===== src/utf8_fixed_field_validator_top_macros.svh =====
// ---------------------------------------------------------------------------
// utf8 fixed field validator assertion macros
// shared helpers for concurrent checks clocked on clk with async low reset
// ---------------------------------------------------------------------------
`ifndef UTF8_FIXED_FIELD_VALIDATOR_TOP_MACROS_SVH
`define UTF8_FIXED_FIELD_VALIDATOR_TOP_MACROS_SVH

// same-cycle implication
`define U8FFV_ASSERT_SAME(label, ante, cons) \
    label: assert property (@(posedge clk) disable iff (!rst_n) (ante) |-> (cons)) \
        else $error("u8ffv check failed");

// next-cycle implication
`define U8FFV_ASSERT_NEXT(label, ante, cons) \
    label: assert property (@(posedge clk) disable iff (!rst_n) (ante) |=> (cons)) \
        else $error("u8ffv check failed");

`endif


===== src/u8ffv_pkg.sv =====
// ---------------------------------------------------------------------------
// u8ffv_pkg
// types, codes and byte class limits for the utf8 fixed field validator
// ---------------------------------------------------------------------------
`timescale 1ns / 1ps

package u8ffv_pkg;

    localparam int DEFAULT_LENGTH_BITS = 16;
    localparam int BUDGET_W            = 16;
    localparam int BYTE_W              = 8;
    localparam int ERR_W               = 2;
    localparam int IN_DATA_W           = 24;
    localparam int OUT_DATA_W          = 16;

    localparam logic CMD_BEGIN = 1'b0;
    localparam logic CMD_BYTE  = 1'b1;

    localparam logic [ERR_W-1:0] ERR_NONE      = 2'd0;
    localparam logic [ERR_W-1:0] ERR_MALFORMED = 2'd1;
    localparam logic [ERR_W-1:0] ERR_OVERRUN   = 2'd2;

    localparam logic [7:0] ASCII_MAX  = 8'h7F;
    localparam logic [7:0] LEAD2_MIN  = 8'hC2;
    localparam logic [7:0] LEAD2_MAX  = 8'hDF;
    localparam logic [7:0] LEAD3_MIN  = 8'hE0;
    localparam logic [7:0] LEAD3_MAX  = 8'hEF;
    localparam logic [7:0] LEAD4_MIN  = 8'hF0;
    localparam logic [7:0] LEAD4_MAX  = 8'hF4;
    localparam logic [7:0] LEAD_E0    = 8'hE0;
    localparam logic [7:0] LEAD_ED    = 8'hED;
    localparam logic [7:0] LEAD_F0    = 8'hF0;
    localparam logic [7:0] LEAD_F4    = 8'hF4;
    localparam logic [7:0] E0_CONT_MIN = 8'hA0;
    localparam logic [7:0] ED_CONT_MAX = 8'h9F;
    localparam logic [7:0] F0_CONT_MIN = 8'h90;
    localparam logic [7:0] F4_CONT_MAX = 8'h8F;
    localparam logic [7:0] CONT_MIN   = 8'h80;
    localparam logic [7:0] CONT_MAX   = 8'hBF;

    typedef struct packed {
        logic              accepted;
        logic              keep;
        logic [BYTE_W-1:0] out_byte;
        logic              done_res;
        logic [ERR_W-1:0]  error;
    } result_t;

    // sequence length of a lead byte, zero when the byte cannot start one
    function automatic logic [2:0] seq_len(input logic [7:0] b);
        logic [2:0] n;
        n = 3'd0;
        if (b <= ASCII_MAX) begin
            n = 3'd1;
        end else if (b >= LEAD2_MIN && b <= LEAD2_MAX) begin
            n = 3'd2;
        end else if (b >= LEAD3_MIN && b <= LEAD3_MAX) begin
            n = 3'd3;
        end else if (b >= LEAD4_MIN && b <= LEAD4_MAX) begin
            n = 3'd4;
        end
        return n;
    endfunction

    // continuation byte check, with the tighter first-byte ranges
    function automatic logic cont_ok(input logic [7:0] lead, input logic first,
                                     input logic [7:0] b);
        logic ok;
        ok = (b >= CONT_MIN) && (b <= CONT_MAX);
        if (first) begin
            if (lead == LEAD_E0 && b < E0_CONT_MIN) ok = 1'b0;
            if (lead == LEAD_ED && b > ED_CONT_MAX) ok = 1'b0;
            if (lead == LEAD_F0 && b < F0_CONT_MIN) ok = 1'b0;
            if (lead == LEAD_F4 && b > F4_CONT_MAX) ok = 1'b0;
        end
        return ok;
    endfunction

endpackage


===== src/utf8_fixed_field_validator_top.sv =====
// ---------------------------------------------------------------------------
// utf8_fixed_field_validator_top
// strict utf-8 checker for a text field sized in utf-16 units
// ---------------------------------------------------------------------------
// One result word per input word, appearing in the cycle after the input is taken. A new
// word is taken every cycle while the result register is empty or being
// drained, so the sustained rate is one word per clock; the single result
// register is the only stage between the two sides. A begin word (tuser 0)
// loads the unit budget from tdata[15:0]; byte words (tuser 1) carry the byte
// in tdata[23:16]. Zero bytes are pad, dropped and counted as one unit; a
// four-byte character costs two units. tlast marks the result that uses up the budget
// exactly, or a zero-budget begin; after it or an error, bytes get accepted 0 until a begin.
`timescale 1ns / 1ps

`include "utf8_fixed_field_validator_top_macros.svh"

module utf8_fixed_field_validator_top
    import u8ffv_pkg::*;
#(
    parameter int LENGTH_BITS = DEFAULT_LENGTH_BITS
) (
    input  logic                  clk,
    input  logic                  rst_n,
    input  logic                  s_axis_tvalid,
    output logic                  s_axis_tready,
    input  logic [IN_DATA_W-1:0]  s_axis_tdata,  // unit_budget[15:0], data_byte[23:16]
    input  logic                  s_axis_tuser,  // cmd
    output logic                  m_axis_tvalid,
    input  logic                  m_axis_tready,
    output logic [OUT_DATA_W-1:0] m_axis_tdata,  // accepted[0], out_byte[8:1], error[10:9]
    output logic                  m_axis_tuser,  // keep
    output logic                  m_axis_tlast   // done_res
);

    logic                   active_reg, active_next;
    logic [LENGTH_BITS-1:0] units_reg, units_next;
    logic [LENGTH_BITS-1:0] budget_reg, budget_next;
    logic [BYTE_W-1:0]      lead_reg, lead_next;
    logic [1:0]             cont_left_reg, cont_left_next;
    logic                   first_cont_reg, first_cont_next;
    logic [1:0]             pending_reg, pending_next;
    logic                   out_valid_reg;
    result_t                res_reg, res_next;

    logic                   in_fire;
    logic [BUDGET_W-1:0]    in_budget;
    logic [BYTE_W-1:0]      in_byte;
    logic [2:0]             nbytes;
    logic [1:0]             nunits;
    logic [1:0]             add_n;
    logic                   do_add;
    logic [LENGTH_BITS-1:0] units_sum;
    logic [LENGTH_BITS:0]   units_need;

    assign in_budget     = s_axis_tdata[BUDGET_W-1:0];
    assign in_byte       = s_axis_tdata[BUDGET_W +: BYTE_W];
    assign s_axis_tready = !out_valid_reg || m_axis_tready;
    assign in_fire       = s_axis_tvalid && s_axis_tready;

    assign nbytes     = seq_len(in_byte);
    assign nunits     = (nbytes == 3'd4) ? 2'd2 : 2'd1;
    assign units_need = {1'b0, units_reg} + (LENGTH_BITS + 1)'(nunits);
    assign units_sum  = units_reg + LENGTH_BITS'(add_n);

    always_comb
    begin
        active_next     = active_reg;
        units_next      = units_reg;
        budget_next     = budget_reg;
        lead_next       = lead_reg;
        cont_left_next  = cont_left_reg;
        first_cont_next = first_cont_reg;
        pending_next    = pending_reg;
        res_next        = '0;
        do_add          = 1'b0;
        add_n           = 2'd1;

        if (s_axis_tuser == CMD_BEGIN) begin
            budget_next     = LENGTH_BITS'(in_budget);
            units_next      = '0;
            lead_next       = '0;
            cont_left_next  = '0;
            first_cont_next = 1'b0;
            pending_next    = '0;
            if (LENGTH_BITS'(in_budget) == '0) begin
                active_next       = 1'b0;
                res_next.done_res = 1'b1;
            end else begin
                active_next = 1'b1;
            end
        end else if (active_reg) begin
            res_next.accepted = 1'b1;
            if (cont_left_reg == 2'd0) begin
                if (in_byte == '0) begin
                    do_add = 1'b1;
                end else if (nbytes == 3'd0) begin
                    res_next.error = ERR_MALFORMED;
                end else if (units_need > {1'b0, budget_reg}) begin
                    res_next.error = ERR_OVERRUN;
                end else begin
                    res_next.keep     = 1'b1;
                    res_next.out_byte = in_byte;
                    if (nbytes == 3'd1) begin
                        do_add = 1'b1;
                    end else begin
                        lead_next       = in_byte;
                        cont_left_next  = 2'(nbytes - 3'd1);
                        first_cont_next = 1'b1;
                        pending_next    = nunits;
                    end
                end
            end else begin
                if (!cont_ok(lead_reg, first_cont_reg, in_byte)) begin
                    res_next.error = ERR_MALFORMED;
                end else begin
                    res_next.keep     = 1'b1;
                    res_next.out_byte = in_byte;
                    first_cont_next   = 1'b0;
                    cont_left_next    = cont_left_reg - 2'd1;
                    if (cont_left_reg == 2'd1) begin
                        pending_next = '0;
                        do_add       = 1'b1;
                        add_n        = pending_reg;
                    end
                end
            end

            if (res_next.error != ERR_NONE) begin
                active_next     = 1'b0;
                cont_left_next  = '0;
                first_cont_next = 1'b0;
                pending_next    = '0;
            end

            if (do_add) begin
                units_next = units_sum;
                if (units_sum == budget_reg) begin
                    res_next.done_res = 1'b1;
                    active_next       = 1'b0;
                    cont_left_next    = '0;
                    first_cont_next   = 1'b0;
                    pending_next      = '0;
                end
            end
        end
    end

    always_ff @(posedge clk or negedge rst_n)
    begin
        if (!rst_n) begin
            active_reg     <= 1'b0;
            units_reg      <= '0;
            budget_reg     <= '0;
            lead_reg       <= '0;
            cont_left_reg  <= '0;
            first_cont_reg <= 1'b0;
            pending_reg    <= '0;
            out_valid_reg  <= 1'b0;
        end else begin
            if (in_fire) begin
                active_reg     <= active_next;
                units_reg      <= units_next;
                budget_reg     <= budget_next;
                lead_reg       <= lead_next;
                cont_left_reg  <= cont_left_next;
                first_cont_reg <= first_cont_next;
                pending_reg    <= pending_next;
                out_valid_reg  <= 1'b1;
            end else if (m_axis_tready) begin
                out_valid_reg <= 1'b0;
            end
        end
    end

    always_ff @(posedge clk)
    begin
        if (in_fire) begin
            res_reg <= res_next;
        end
    end

    assign m_axis_tvalid = out_valid_reg;
    assign m_axis_tuser  = res_reg.keep;
    assign m_axis_tlast  = res_reg.done_res;
    assign m_axis_tdata  = {{(OUT_DATA_W - ERR_W - BYTE_W - 1){1'b0}},
                            res_reg.error, res_reg.out_byte, res_reg.accepted};

    // a kept byte or an error always belongs to a consumed word
    `U8FFV_ASSERT_SAME(a_keep_accepted, m_axis_tvalid && m_axis_tuser, m_axis_tdata[0])
    `U8FFV_ASSERT_SAME(a_err_no_keep, m_axis_tvalid && (m_axis_tdata[10:9] != ERR_NONE),
                       m_axis_tdata[0] && !m_axis_tuser)
    // an open sequence needs an open field
    `U8FFV_ASSERT_SAME(a_cont_active, cont_left_reg != 2'd0, active_reg)
    // errors and completion close the field
    `U8FFV_ASSERT_NEXT(a_err_closes, in_fire && (res_next.error != ERR_NONE), !active_reg)
    `U8FFV_ASSERT_NEXT(a_done_closes, in_fire && res_next.done_res, !active_reg)

endmodule

===== config.mk =====
export PLATFORM = sky130hd
export DESIGN_NAME = utf8_fixed_field_validator_top
export DESIGN_NICKNAME = d
export VERILOG_FILES = /design/src/u8ffv_pkg.sv /design/src/utf8_fixed_field_validator_top.sv
export VERILOG_INCLUDE_DIRS = /design/src /design/src/src
export SDC_FILE = /design/constraint.sdc
export NUM_CORES = 1
export LEC_CHECK = 0
export BUFFER_PORTS_ARGS = -buffer_cell sky130_fd_sc_hd__buf_4
export CAP_MARGIN = 15
export CORE_MARGIN = 8
export CORE_UTILIZATION = 55
export DETAILED_ROUTE_END_ITERATION = 8
export PLACE_DENSITY = 0.81
export SETUP_SLACK_MARGIN = 0.4
export SLEW_MARGIN = 15
export SYNTH_ARGS = -nofsm -noshare
export SYNTH_HDL_FRONTEND = slang
export SYNTH_SLANG_ARGS = --single-unit

===== constraint.sdc =====
create_clock -name clk -period 4.45 [get_ports clk]
set_clock_uncertainty 0.05 [all_clocks]
set_input_delay 0.2225 -clock clk [delete_from_list [all_inputs] [get_ports clk]]
set_output_delay 0.2225 -clock clk [all_outputs]
set_load 0.03 [all_outputs]

# Word level (Yosys, flattened, before mapping)
# Index checks and enable logic that the tools add are counted.
# classes
n_eq_ne,15
n_lt_le_gt_ge,14
mux,96
n_bitwise,1
addsub,4
n_reduce_logical,22
# op_table
operator,n
2-bit 2-to-1 mux,35
8-bit 2-to-1 mux,7
16-bit 2-to-1 mux,3
9-bit 2-to-1 mux,5
1-bit 2-to-1 mux,41
"8-bit equality test, second input constant",4
"8-bit greater-or-equal comparator, second input constant",4
"8-bit less-or-equal comparator, second input constant",4
16-bit by 2-bit adder with 17-bit output,1
17-bit by 16-bit greater-than comparator with 1-bit output,1
16-bit by 2-bit adder with 16-bit output,1
16-bit equality test,1
"8-bit greater-than comparator, second input constant",2
16-bit logical NOT,1
"8-bit less-than comparator, second input constant",2
13-bit 2-to-1 mux,1
3-bit 2-to-1 mux,4
1-bit logical AND,9
"8-bit by 7-bit less-or-equal comparator with 1-bit output, second input constant",1
8-bit logical NOT,1
"2-bit != test, second input constant",4
7-bit AND reduction,1
"2-bit by 1-bit != test with 1-bit output, second input constant",3
2-bit AND reduction,3
other kinds (11),13
# word_totals
input_bits,29
out_inout_bits,20
word_cells,165
ff_bits,60

# Logic depth before layout (Yosys ltp)
# Gate-level depths: netlist of the first run.
# logic_depth
ltp_word,22
depth_mapped,21
ltp_nobuf,19

# Least setup slack after synthesis of the first run
# Ideal clock, no wire load.
# synth_timing
path_kind,input to register
startpoint,input s_axis_tdata[21]
endpoint,register units_reg[9]
setup_time_ns,0.126
slack_ns,0.317
t_required_ns,4.274
n_path_buf,2
arrival_time_ns,3.956
path_stages,18
cell_sequence,clkbuf_1 -> nand3_1 -> or2_2 -> ha_1 -> fa_1 -> nand2_2 -> nor3_1 -> xor2_1 -> ha_1 -> nand2_1 -> nor3_4 -> a2111oi_4 -> a21oi_1 -> o31a_1 -> or2_1 -> buf_4 -> and3_1 -> a311o_1
# synth_via
elab_chain_cells,18
elab_cells_between_ends,58
cone_classes,add/sub (2); order compare (14); eq/ne (3); mux (28); reduce/logical (11)
# synth_lines
item,line_no,source
"start, declared",utf8_fixed_field_validator_top.sv:26,"input logic [IN_DATA_W-1:0] s_axis_tdata,"
"8-bit greater-or-equal comparator, or another cell as far along",u8ffv_pkg.sv:59,end else if (b >= LEAD4_MIN && b <= LEAD4_MAX) begin
1-bit logical AND (on tied branches),"u8ffv_pkg.sv:59, u8ffv_pkg.sv:69, u8ffv_pkg.sv:71",
3-bit 2-to-1 mux / 1-bit 2-to-1 mux (equally long branches),"u8ffv_pkg.sv:59, u8ffv_pkg.sv:71",
3-bit 2-to-1 mux / 1-bit 2-to-1 mux (equally long branches),"u8ffv_pkg.sv:57, u8ffv_pkg.sv:72",
3-bit 2-to-1 mux / 1-bit 2-to-1 mux (equally long branches),"u8ffv_pkg.sv:55, u8ffv_pkg.sv:73",
3-bit 2-to-1 mux / 1-bit 2-to-1 mux (equally long branches),"u8ffv_pkg.sv:53, u8ffv_pkg.sv:74",
3-bit equality test / 1-bit 2-to-1 mux (equally long branches),"utf8_fixed_field_validator_top.sv:61, u8ffv_pkg.sv:70",
2-bit 2-to-1 mux / 1-bit 2-to-1 mux (equally long branches),"utf8_fixed_field_validator_top.sv:61, utf8_fixed_field_validator_top.sv:93",
[... 2 more ...],n/a,
1-bit 2-to-1 mux / 2-bit 2-to-1 mux (equally long branches),"utf8_fixed_field_validator_top.sv:98, utf8_fixed_field_validator_top.sv:113",
1-bit 2-to-1 mux / 2-bit 2-to-1 mux (equally long branches),"utf8_fixed_field_validator_top.sv:96, utf8_fixed_field_validator_top.sv:93",
1-bit 2-to-1 mux / 2-bit 2-to-1 mux (equally long branches),"utf8_fixed_field_validator_top.sv:94, utf8_fixed_field_validator_top.sv:91",
1-bit 2-to-1 mux / 2-bit 2-to-1 mux (equally long branches),"utf8_fixed_field_validator_top.sv:93, utf8_fixed_field_validator_top.sv:78",
1-bit 2-to-1 mux / 16-bit by 2-bit adder with 16-bit output (equally long branches),"utf8_fixed_field_validator_top.sv:91, utf8_fixed_field_validator_top.sv:63",
1-bit 2-to-1 mux / 16-bit 2-to-1 mux (equally long branches),"utf8_fixed_field_validator_top.sv:78, utf8_fixed_field_validator_top.sv:135",
2-bit by 1-bit != test with 1-bit output (no source line) / 16-bit 2-to-1 mux (equally long branches),n/a,
3-bit AND reduction (no source line) / 16-bit 2-to-1 mux (equally long branches),n/a,
"end signal, assigned",utf8_fixed_field_validator_top.sv:162,units_reg <= units_next;
"end, declared",utf8_fixed_field_validator_top.sv:36,"logic [LENGTH_BITS-1:0] units_reg, units_next;"
# Parallel ways exist; a longest one is shown, timed or not. The select of a mux whose other input is x is not followed.
# A chain may end at the register's enable or synchronous reset.

# Final worst setup path of the first run
# layout_timing
startpoint,register lead_reg[0]
endpoint,register first_cont_reg
# layout_via
elab_chain_cells,20
elab_cells_between_ends,38
cone_classes,add/sub (1); eq/ne (5); mux (27); reduce/logical (5)
# layout_lines
item,line_no,source
"start, declared",utf8_fixed_field_validator_top.sv:38,"logic [BYTE_W-1:0] lead_reg, lead_next;"
"start signal, assigned",utf8_fixed_field_validator_top.sv:164,lead_reg <= lead_next;
8-bit equality test,u8ffv_pkg.sv:71,if (lead == LEAD_E0 && b < E0_CONT_MIN) ok = 1'b0;
1-bit logical AND,u8ffv_pkg.sv:71,
1-bit 2-to-1 mux,u8ffv_pkg.sv:71,
1-bit 2-to-1 mux,u8ffv_pkg.sv:72,if (lead == LEAD_ED && b > ED_CONT_MAX) ok = 1'b0;
1-bit 2-to-1 mux,u8ffv_pkg.sv:73,if (lead == LEAD_F0 && b < F0_CONT_MIN) ok = 1'b0;
1-bit 2-to-1 mux *,u8ffv_pkg.sv:74,if (lead == LEAD_F4 && b > F4_CONT_MAX) ok = 1'b0;
1-bit 2-to-1 mux *,u8ffv_pkg.sv:70,if (first) begin
1-bit 2-to-1 mux *,utf8_fixed_field_validator_top.sv:93,if (cont_left_reg == 2'd0) begin
[... 4 more ...],n/a,
2-bit 2-to-1 mux,utf8_fixed_field_validator_top.sv:91,end else if (active_reg) begin
2-bit 2-to-1 mux,utf8_fixed_field_validator_top.sv:78,if (s_axis_tuser == CMD_BEGIN) begin
16-bit by 2-bit adder with 16-bit output / 2-bit nonzero test (equally long branches),"utf8_fixed_field_validator_top.sv:63, utf8_fixed_field_validator_top.sv:128",
16-bit equality test / 1-bit 2-to-1 mux (equally long branches),"utf8_fixed_field_validator_top.sv:137, utf8_fixed_field_validator_top.sv:128",
1-bit 2-to-1 mux,utf8_fixed_field_validator_top.sv:137,if (units_sum == budget_reg) begin
1-bit 2-to-1 mux *,utf8_fixed_field_validator_top.sv:135,if (do_add) begin
1-bit 2-to-1 mux *,utf8_fixed_field_validator_top.sv:91,
1-bit 2-to-1 mux *,utf8_fixed_field_validator_top.sv:78,
"end signal, assigned",utf8_fixed_field_validator_top.sv:166,first_cont_reg <= first_cont_next;
"end, declared",utf8_fixed_field_validator_top.sv:40,"logic first_cont_reg, first_cont_next;"
# Mark *: on every way between the ends. The rest lies on a longest branch, timed or not. The select of a mux whose other input is x is not followed.

==> out/summary.json, run 1 <==
{
  "timing_hold_violations_final": 0,
  "postSynthCellCount": 494,
  "drt_pre_antenna_iters": 6,
  "cp.arrival_ps": 4180,
  "slew_headroom_pct": 55.7,
  "maximum_number_of_pins_on_one_net_before_global_route_repair": 48,
  "grt_pass1_vias": 3889,
  "vias_post_dr": 4097,
  "dp_cells": 633,
  "syn-cell-area_sq_um": 4420,
  "tns_ps": 0,
  "cts_tree": "done",
  "gr-usage-all-layers_pct": 22.4,
  "drc_violation_count_after_routing": 0,
  "die_width_microns": 106,
  "cts_made_buffers": 9,
  "diodes": 0,
  "power_density_nw_per_um2": 387,
  "layout-drive-gt1-share_pct": 24.6,
  "detailed_place.area_sq_um": 4860,
  "fp.coreArea_sq_um": 7770,
  "ir_worst_vdd_uv": 209,
  "report.final.setup_viol": 0,
  "clk_path_buf_depth": 2,
  "cp-startpoint": "lead_reg[0]",
  "final_cell_mix": "75 x sky130_fd_sc_hd__buf_4, 59 x sky130_fd_sc_hd__nand2_1, 45 x sky130_fd_sc_hd__dfrtp_1, 27 x sky130_fd_sc_hd__inv_1, 26 x sky130_fd_sc_hd__o21ai_0",
  "drt-total-wl_microns": 12600,
  "height_of_the_die_microns": 106,
  "numClockSinks": 60,
  "max_frequency_ghz": 0.251,
  "dp_hpwl_microns": 9250,
  "wire_length_of_the_first_global_routing_pass_microns": 20300,
  "grt_antenna_before_repair": 0,
  "layout_min_cycle_time_ps": 3990,
  "cts_htree_levels": 3,
  "clkSlewWorstSetupHoldPaths_ps": 80,
  "p_int_uw": 1310,
  "outcome": "finished clean",
  "finalPower_uw": 2050,
  "worstSetupEndpointType": "flop",
  "timing_worst_slew_pin_value_ps": 658,
  "synthesis_stage_register_bit_count": 60,
  "number_of_drc_markers_in_iteration_0": 304,
  "route.antenna.remaining_nets": 0,
  "ys_async_sr_fraction_pct": 78.3,
  "fin_crit_sh_pct": 89.6,
  "routabilityCongestion": 0.972,
  "final_max_slew_viol_count": 0,
  "synth.top_cell.area_share_pct": 26.6,
  "netSwitchingFraction_pct": 36.3,
  "summed_area_of_non_filler_cells_in_the_final_layout_sq_um": 5310,
  "synth.largest_area_cell": "sky130_fd_sc_hd__dfrtp_1",
  "route.detailed.wl_per_inst_microns": 19.1,
  "synth-main-ff-cell": "sky130_fd_sc_hd__dfrtp_1",
  "clockPowerShare_pct": 30.0,
  "timing.hold.worst.class": "in -> reg",
  "worst_hold_slack_ps": 33.0,
  "nNetsFinal": 605,
  "gr-total-overflow": 0,
  "route.detailed.vias_per_inst": 6.22,
  "rows": 32,
  "synth-edff-count": 13,
  "standby_leakage_power_uw": 0.00238,
  "share_of_synthesized_area_occupied_by_flip_flops_and_latches_pct": 35.4,
  "areaGrowthSynthToFinish_pct": 20.1,
  "fp.dieArea_sq_um": 11200,
  "synth_warnings": 0,
  "max_cap_violations": 0,
  "worst_r2r_startpoint": "lead_reg[0]",
  "cts.root.buffer_cell": "sky130_fd_sc_hd__clkbuf_8",
  "path_class": "reg -> reg",
  "netlist_top_cells_area": "sky130_fd_sc_hd__dfrtp_1 27%, sky130_fd_sc_hd__edfxtp_1 8.8%, sky130_fd_sc_hd__ha_1 6.2%",
  "min_from": "s_axis_tdata[7]",
  "cp.required_ps": 4640,
  "seq_power_share_pct": 36.6,
  "buffer_ports.inserted": 43,
  "cp_max_fo": 5,
  "critPathLaunchType": "flop",
  "finalNonFillerCells": 659,
  "synth.avg_cell_area_sq_um": 8.95,
  "synth_cell_types": 69,
  "p_sw_uw": 746,
  "worst_skew_late_latency_ps": 350,
  "design.portCount": 49,
  "combPwrFrac_pct": 33.4,
  "setup_repair_after_global_routing_missed_its_margin": "true",
  "floorplan.initialDensity_pct": 56.9,
  "layout_commonest_cell": "sky130_fd_sc_hd__buf_4"
}
[synthesized netlist by cell type, types with 10 or more instances]
cell and count:
sky130_fd_sc_hd__nand2_1 60, sky130_fd_sc_hd__dfrtp_1 47, sky130_fd_sc_hd__inv_1 28, sky130_fd_sc_hd__o21ai_0 28, sky130_fd_sc_hd__nor2_1 25, sky130_fd_sc_hd__ha_1 22, sky130_fd_sc_hd__a21oi_1 20, sky130_fd_sc_hd__xnor2_1 18
sky130_fd_sc_hd__xor2_1 17, sky130_fd_sc_hd__nand3_1 16, sky130_fd_sc_hd__nor4_1 15, sky130_fd_sc_hd__edfxtp_1 13, sky130_fd_sc_hd__buf_4 11, sky130_fd_sc_hd__nor3_1 11, sky130_fd_sc_hd__clkbuf_1 10
[final cells by class]
cell class / instances / area, sq um
multi-input combinational: 377 / 2690
fill: 602 / 2460
sequential: 60 / 1570
timing repair buffer: 76 / 573
tap: 102 / 128
clock buffer: 9 / 124
clock inverter: 7 / 124
inverter: 28 / 105
[logic make-up after synthesis]
logic type	Yosys count	share of synthesized area, %
compound gates	117	18.4
xor+xnor	35	6.94
fa+ha+maj	24	7.13
buf+inv	61	6.97
flops	60	35.4
other cells	1	0.0849
simple gates	196	25.0
[worst max-delay path, stage by stage, from the launching register on]
cell and delay, ps:
sky130_fd_sc_hd__dfrtp_1 440, sky130_fd_sc_hd__and3b_1 200, sky130_fd_sc_hd__o211ai_1 220, sky130_fd_sc_hd__a21oi_2 130, sky130_fd_sc_hd__or3_4 400, sky130_fd_sc_hd__nor2_2 130
sky130_fd_sc_hd__and3_4 220, sky130_fd_sc_hd__fa_2 250, sky130_fd_sc_hd__inv_1 80, sky130_fd_sc_hd__or4_4 570, sky130_fd_sc_hd__xnor2_1 180, sky130_fd_sc_hd__o2111ai_1 170
sky130_fd_sc_hd__and4b_4 400, sky130_fd_sc_hd__nor3_4 60, sky130_fd_sc_hd__a21o_1 180, sky130_fd_sc_hd__a32o_2 210
[per-layer routing]
metal  up-vias  part of all wire, %  GRT usage [%]
li1       1908                    -              -
met1      1935                   42           29.8
met2       219                   46           34.0
met3        35                  9.2           5.66
met4         0                  2.8           8.84
met5         -                    0              0
[worst paths after layout]
kind / slack, ps / endpoint / cells after the start
max: 460 / first_cont_reg / 15
min: 30 / budget_reg[7] / 3
max reg2reg: 460 / first_cont_reg / 15
min reg2reg: 440 / cont_left_reg[1] / 2
max in group asynchronous: 3500 / lead_reg[3] / 2
min in group asynchronous: 370 / budget_reg[1] / 2
[power by group through the flow]
stage / combinational (uW) / clock (uW) / sequential [uW]
CTS: 629 / 626 / 743
floorplan: 467 / 0 / 718
finish: 686 / 616 / 753
detailed placement: 617 / 0 / 753
global route: 756 / 647 / 765
global placement: 603 / 0 / 749
[through the flow]
| step | util [%] | setup slack, ps |
|---|---|---|
| after floorplan | - | 441 |
| after global placement | 62.6 | 132 |
| after detailed placement | 62.6 | 84.1 |
| after CTS | 66.2 | 421 |
| after global routing | 68.3 | 292 |
| final | 68.3 | 461 |
[timing repair]
action	CTS	global route
hold buffers	1	0
buffers inserted	0	9
cloned	0	0
pin swaps	0	12
resized for setup	6	27
endpoints found under the hold margin	47	0
setup endpoints to repair	4	37
Note: power is estimated with default switching activity, not from simulation.
==> run 2, diff against run 1 <==
Settings changed: CTS_CLUSTER_SIZE set to 12, PLACE_DENSITY 0.81 to 0.76.
==> out/summary.json, run 2 (synthesis gave the netlist of run 1 again) <==
{
  "clkSlewWorstSetupHoldPaths": {"value": 80, "unit": "ps", "change": "about the same"},
  "critPathLaunchType": "flop",
  "grt_pass1_vias": {"value": 3897, "change": "+0.21%"},
  "finalPower": {"value": 1990, "unit": "uW", "change": "-3.0%"},
  "wire_length_of_the_first_global_routing_pass": {"value": 20500, "unit": "microns", "change": "+1.1%"},
  "die_width": {"value": 106, "unit": "microns", "change": "unchanged"},
  "fp.coreArea": {"value": 7770, "unit": "sq um", "change": "unchanged"},
  "drt_pre_antenna_iters": {"value": 5, "change": "-1"},
  "diodes": {"value": 0, "change": "unchanged"},
  "ir_worst_vdd": {"value": 195, "unit": "uV", "change": "-6.7%"},
  "vias_post_dr": {"value": 4110, "change": "+0.32%"},
  "setup_ws": {"value": 323, "unit": "ps", "change": "-138 ps"},
  "dp_cells": {"value": 635, "change": "+0.32%"},
  "fin_crit_sh": {"value": 92.8, "unit": "%", "change": "+3.1 points"},
  "route.antenna.remaining_nets": {"value": 0, "change": "unchanged"},
  "numClockSinks": {"value": 60, "change": "unchanged"},
  "layout_min_cycle_time": {"value": 4130, "unit": "ps", "change": "+138 ps"},
  "regToRegSetupSlack": {"value": 320, "unit": "ps", "change": "-140 ps"},
  "report.final.setup_viol": {"value": 0, "change": "unchanged"},
  "routabilityCongestion": {"value": 0.979, "change": "+0.70%"},
  "layout-drive-gt1-share": {"value": 23.0, "unit": "%", "change": "-1.6 points"},
  "timing.hold.worst.class": "in -> reg",
  "outcome": "finished clean",
  "worstSetupEndpointType": "flop",
  "design.portCount": {"value": 49, "change": "unchanged"},
  "fp.dieArea": {"value": 11200, "unit": "sq um", "change": "unchanged"},
  "maximum_number_of_pins_on_one_net_before_global_route_repair": {"value": 48, "change": "unchanged"},
  "gr-usage-all-layers": {"value": 22.8, "unit": "%", "change": "+0.41 points"},
  "drt-total-wl": {"value": 12700, "unit": "microns", "change": "+0.44%"},
  "max_frequency": {"value": 0.242, "unit": "GHz", "change": "-3.4%"},
  "grt_antenna_before_repair": {"value": 1, "change": "+1"},
  "timing_worst_slew_pin_value": {"value": 634, "unit": "ps", "change": "-24.2 ps"},
  "final_cell_mix": "71 x sky130_fd_sc_hd__buf_4, 59 x sky130_fd_sc_hd__nand2_1, 44 x sky130_fd_sc_hd__dfrtp_1, 28 x sky130_fd_sc_hd__inv_1, 26 x sky130_fd_sc_hd__o21ai_0",
  "standby_leakage_power": {"value": 0.00235, "unit": "uW", "change": "-1.2%"},
  "path_class": "reg -> reg",
  "timing_hold_violations_final": {"value": 0, "change": "unchanged"},
  "height_of_the_die": {"value": 106, "unit": "microns", "change": "unchanged"},
  "cp.arrival": {"value": 4310, "unit": "ps", "change": "+130 ps"},
  "layout_commonest_cell": "sky130_fd_sc_hd__buf_4",
  "critical_path.cell_chain": "and3b_1 > o211ai_1 > a21oi_2 > or3_1 > nor2_2 > and3_4 > fa_2 > inv_1 > or4_4 > xnor2_1 > o2111ai_1 > and4b_4 > nor3_4 > a21o_1 > a32o_2",
  "drc_violation_count_after_routing": {"value": 0, "change": "unchanged"},
  "largest_stage_delay_on_the_critical_path": {"value": 590, "unit": "ps", "change": "+20 ps"},
  "cts_made_buffers": {"value": 9, "change": "unchanged"},
  "dp_hpwl": {"value": 9320, "unit": "microns", "change": "+0.77%"},
  "summed_area_of_non_filler_cells_in_the_final_layout": {"value": 5220, "unit": "sq um", "change": "-1.7%"},
  "finalNonFillerCells": {"value": 655, "change": "-0.61%"},
  "number_of_drc_markers_in_iteration_0": {"value": 422, "change": "+39%"},
  "setup_repair_after_global_routing_missed_its_margin": "true",
  "clk_path_buf_depth": {"value": 2, "change": "unchanged"},
  "cp.required": {"value": 4630, "unit": "ps", "change": "about the same"},
  "gr-total-overflow": {"value": 0, "change": "unchanged"},
  "areaGrowthSynthToFinish_pct": 18.1,
  "max_cap_violations": {"value": 0, "change": "unchanged"},
  "route.detailed.vias_per_inst": {"value": 6.27, "change": "+0.93%"},
  "slowest_stage": "sky130_fd_sc_hd__or4_4",
  "dpl_worst_slack": {"value": 72.9, "unit": "ps", "change": "-11.2 ps"},
  "slew_headroom": {"value": 57.7, "unit": "%", "change": "+2.1 points"},
  "cts_tree": "done",
  "cts.root.buffer_cell": "sky130_fd_sc_hd__clkbuf_8",
  "power_density": {"value": 382, "unit": "nW/um^2", "change": "-1.3%"},
  "route.detailed.wl_per_inst": {"value": 19.3, "unit": "microns", "change": "+1.0%"},
  "worst_skew_late_latency": {"value": 340, "unit": "ps", "change": "about the same"},
  "detailed_place.area": {"value": 4880, "unit": "sq um", "change": "+0.31%"},
  "final_max_slew_viol_count": {"value": 0, "change": "unchanged"},
  "cts_htree_levels": {"value": 3, "change": "unchanged"},
  "nNetsFinal": {"value": 601, "change": "-0.66%"},
  "floorplan.initialDensity": {"value": 56.9, "unit": "%", "change": "unchanged"},
  "rows": {"value": 32, "change": "unchanged"},
  "tns": {"value": 0, "unit": "ps", "change": "unchanged"},
  "cp_max_fo": {"value": 6, "change": "+1"},
  "buffer_ports.inserted": {"value": 43, "change": "unchanged"}
}
[run 2: through the flow]
stage | util (%) | hold WS [ps]
final | 67.2 | 46.9
after global routing | 67.2 | 42.5
after CTS | 66.3 | 36.6
after detailed placement | 62.8 | 237
after global placement | 62.8 | 222
after floorplan | - | -123
[run 2: per-layer routing]
layer / GRT usage (%) / wire length, microns / vias to the layer above
li1: - / - / 1895
met1: 31.0 / 5510 / 1973
met2: 34.0 / 5780 / 201
met3: 5.79 / 1010 / 39
met4: 8.44 / 351 / 2
met5: 0 / 16 / -
[run 2: worst max-delay path, delay by kind of cell (launching register included)]
kind | cells | cell delay, ps
flops | 1 | 430
compound gates | 5 | 990
simple gates | 7 | 2050
fa+ha+maj | 1 | 230
buf+inv | 1 | 100
xor+xnor | 1 | 170
[run 2: what timing repair did]
item,in CTS,in global routing
pin swaps,3,12
endpoints found under the hold margin,47,0
setup endpoints to repair,6,38
resized for setup,6,18
hold buffers,1,0
buffers inserted,2,1
[run 2: final cells by class]
class / count / area [sq um]
Multi-Input combinational cell: 377 / 2650
Fill cell: 646 / 2550
Sequential cell: 60 / 1570
Timing Repair Buffer: 72 / 543
Tap cell: 102 / 128
Clock buffer: 9 / 124
Inverter: 28 / 105
Clock inverter: 7 / 100
[run 2: power by group]
group          switching, uW  internal, uW
sequential               112           643
clock                    249           319
combinational            390           280
[run 2: final timing paths]
check | depth (start not counted) | from | to
worst max-delay path | 15 | lead_reg[3] | first_cont_reg
worst min-delay path | 3 | s_axis_tdata[7] | budget_reg[7]
max in group asynchronous | 2 | rst_n | units_reg[3]
min in group asynchronous | 2 | rst_n | budget_reg[10]
worst min register to register | 2 | cont_left_reg[1] | cont_left_reg[1]
worst max register to register | 15 | lead_reg[3] | first_cont_reg
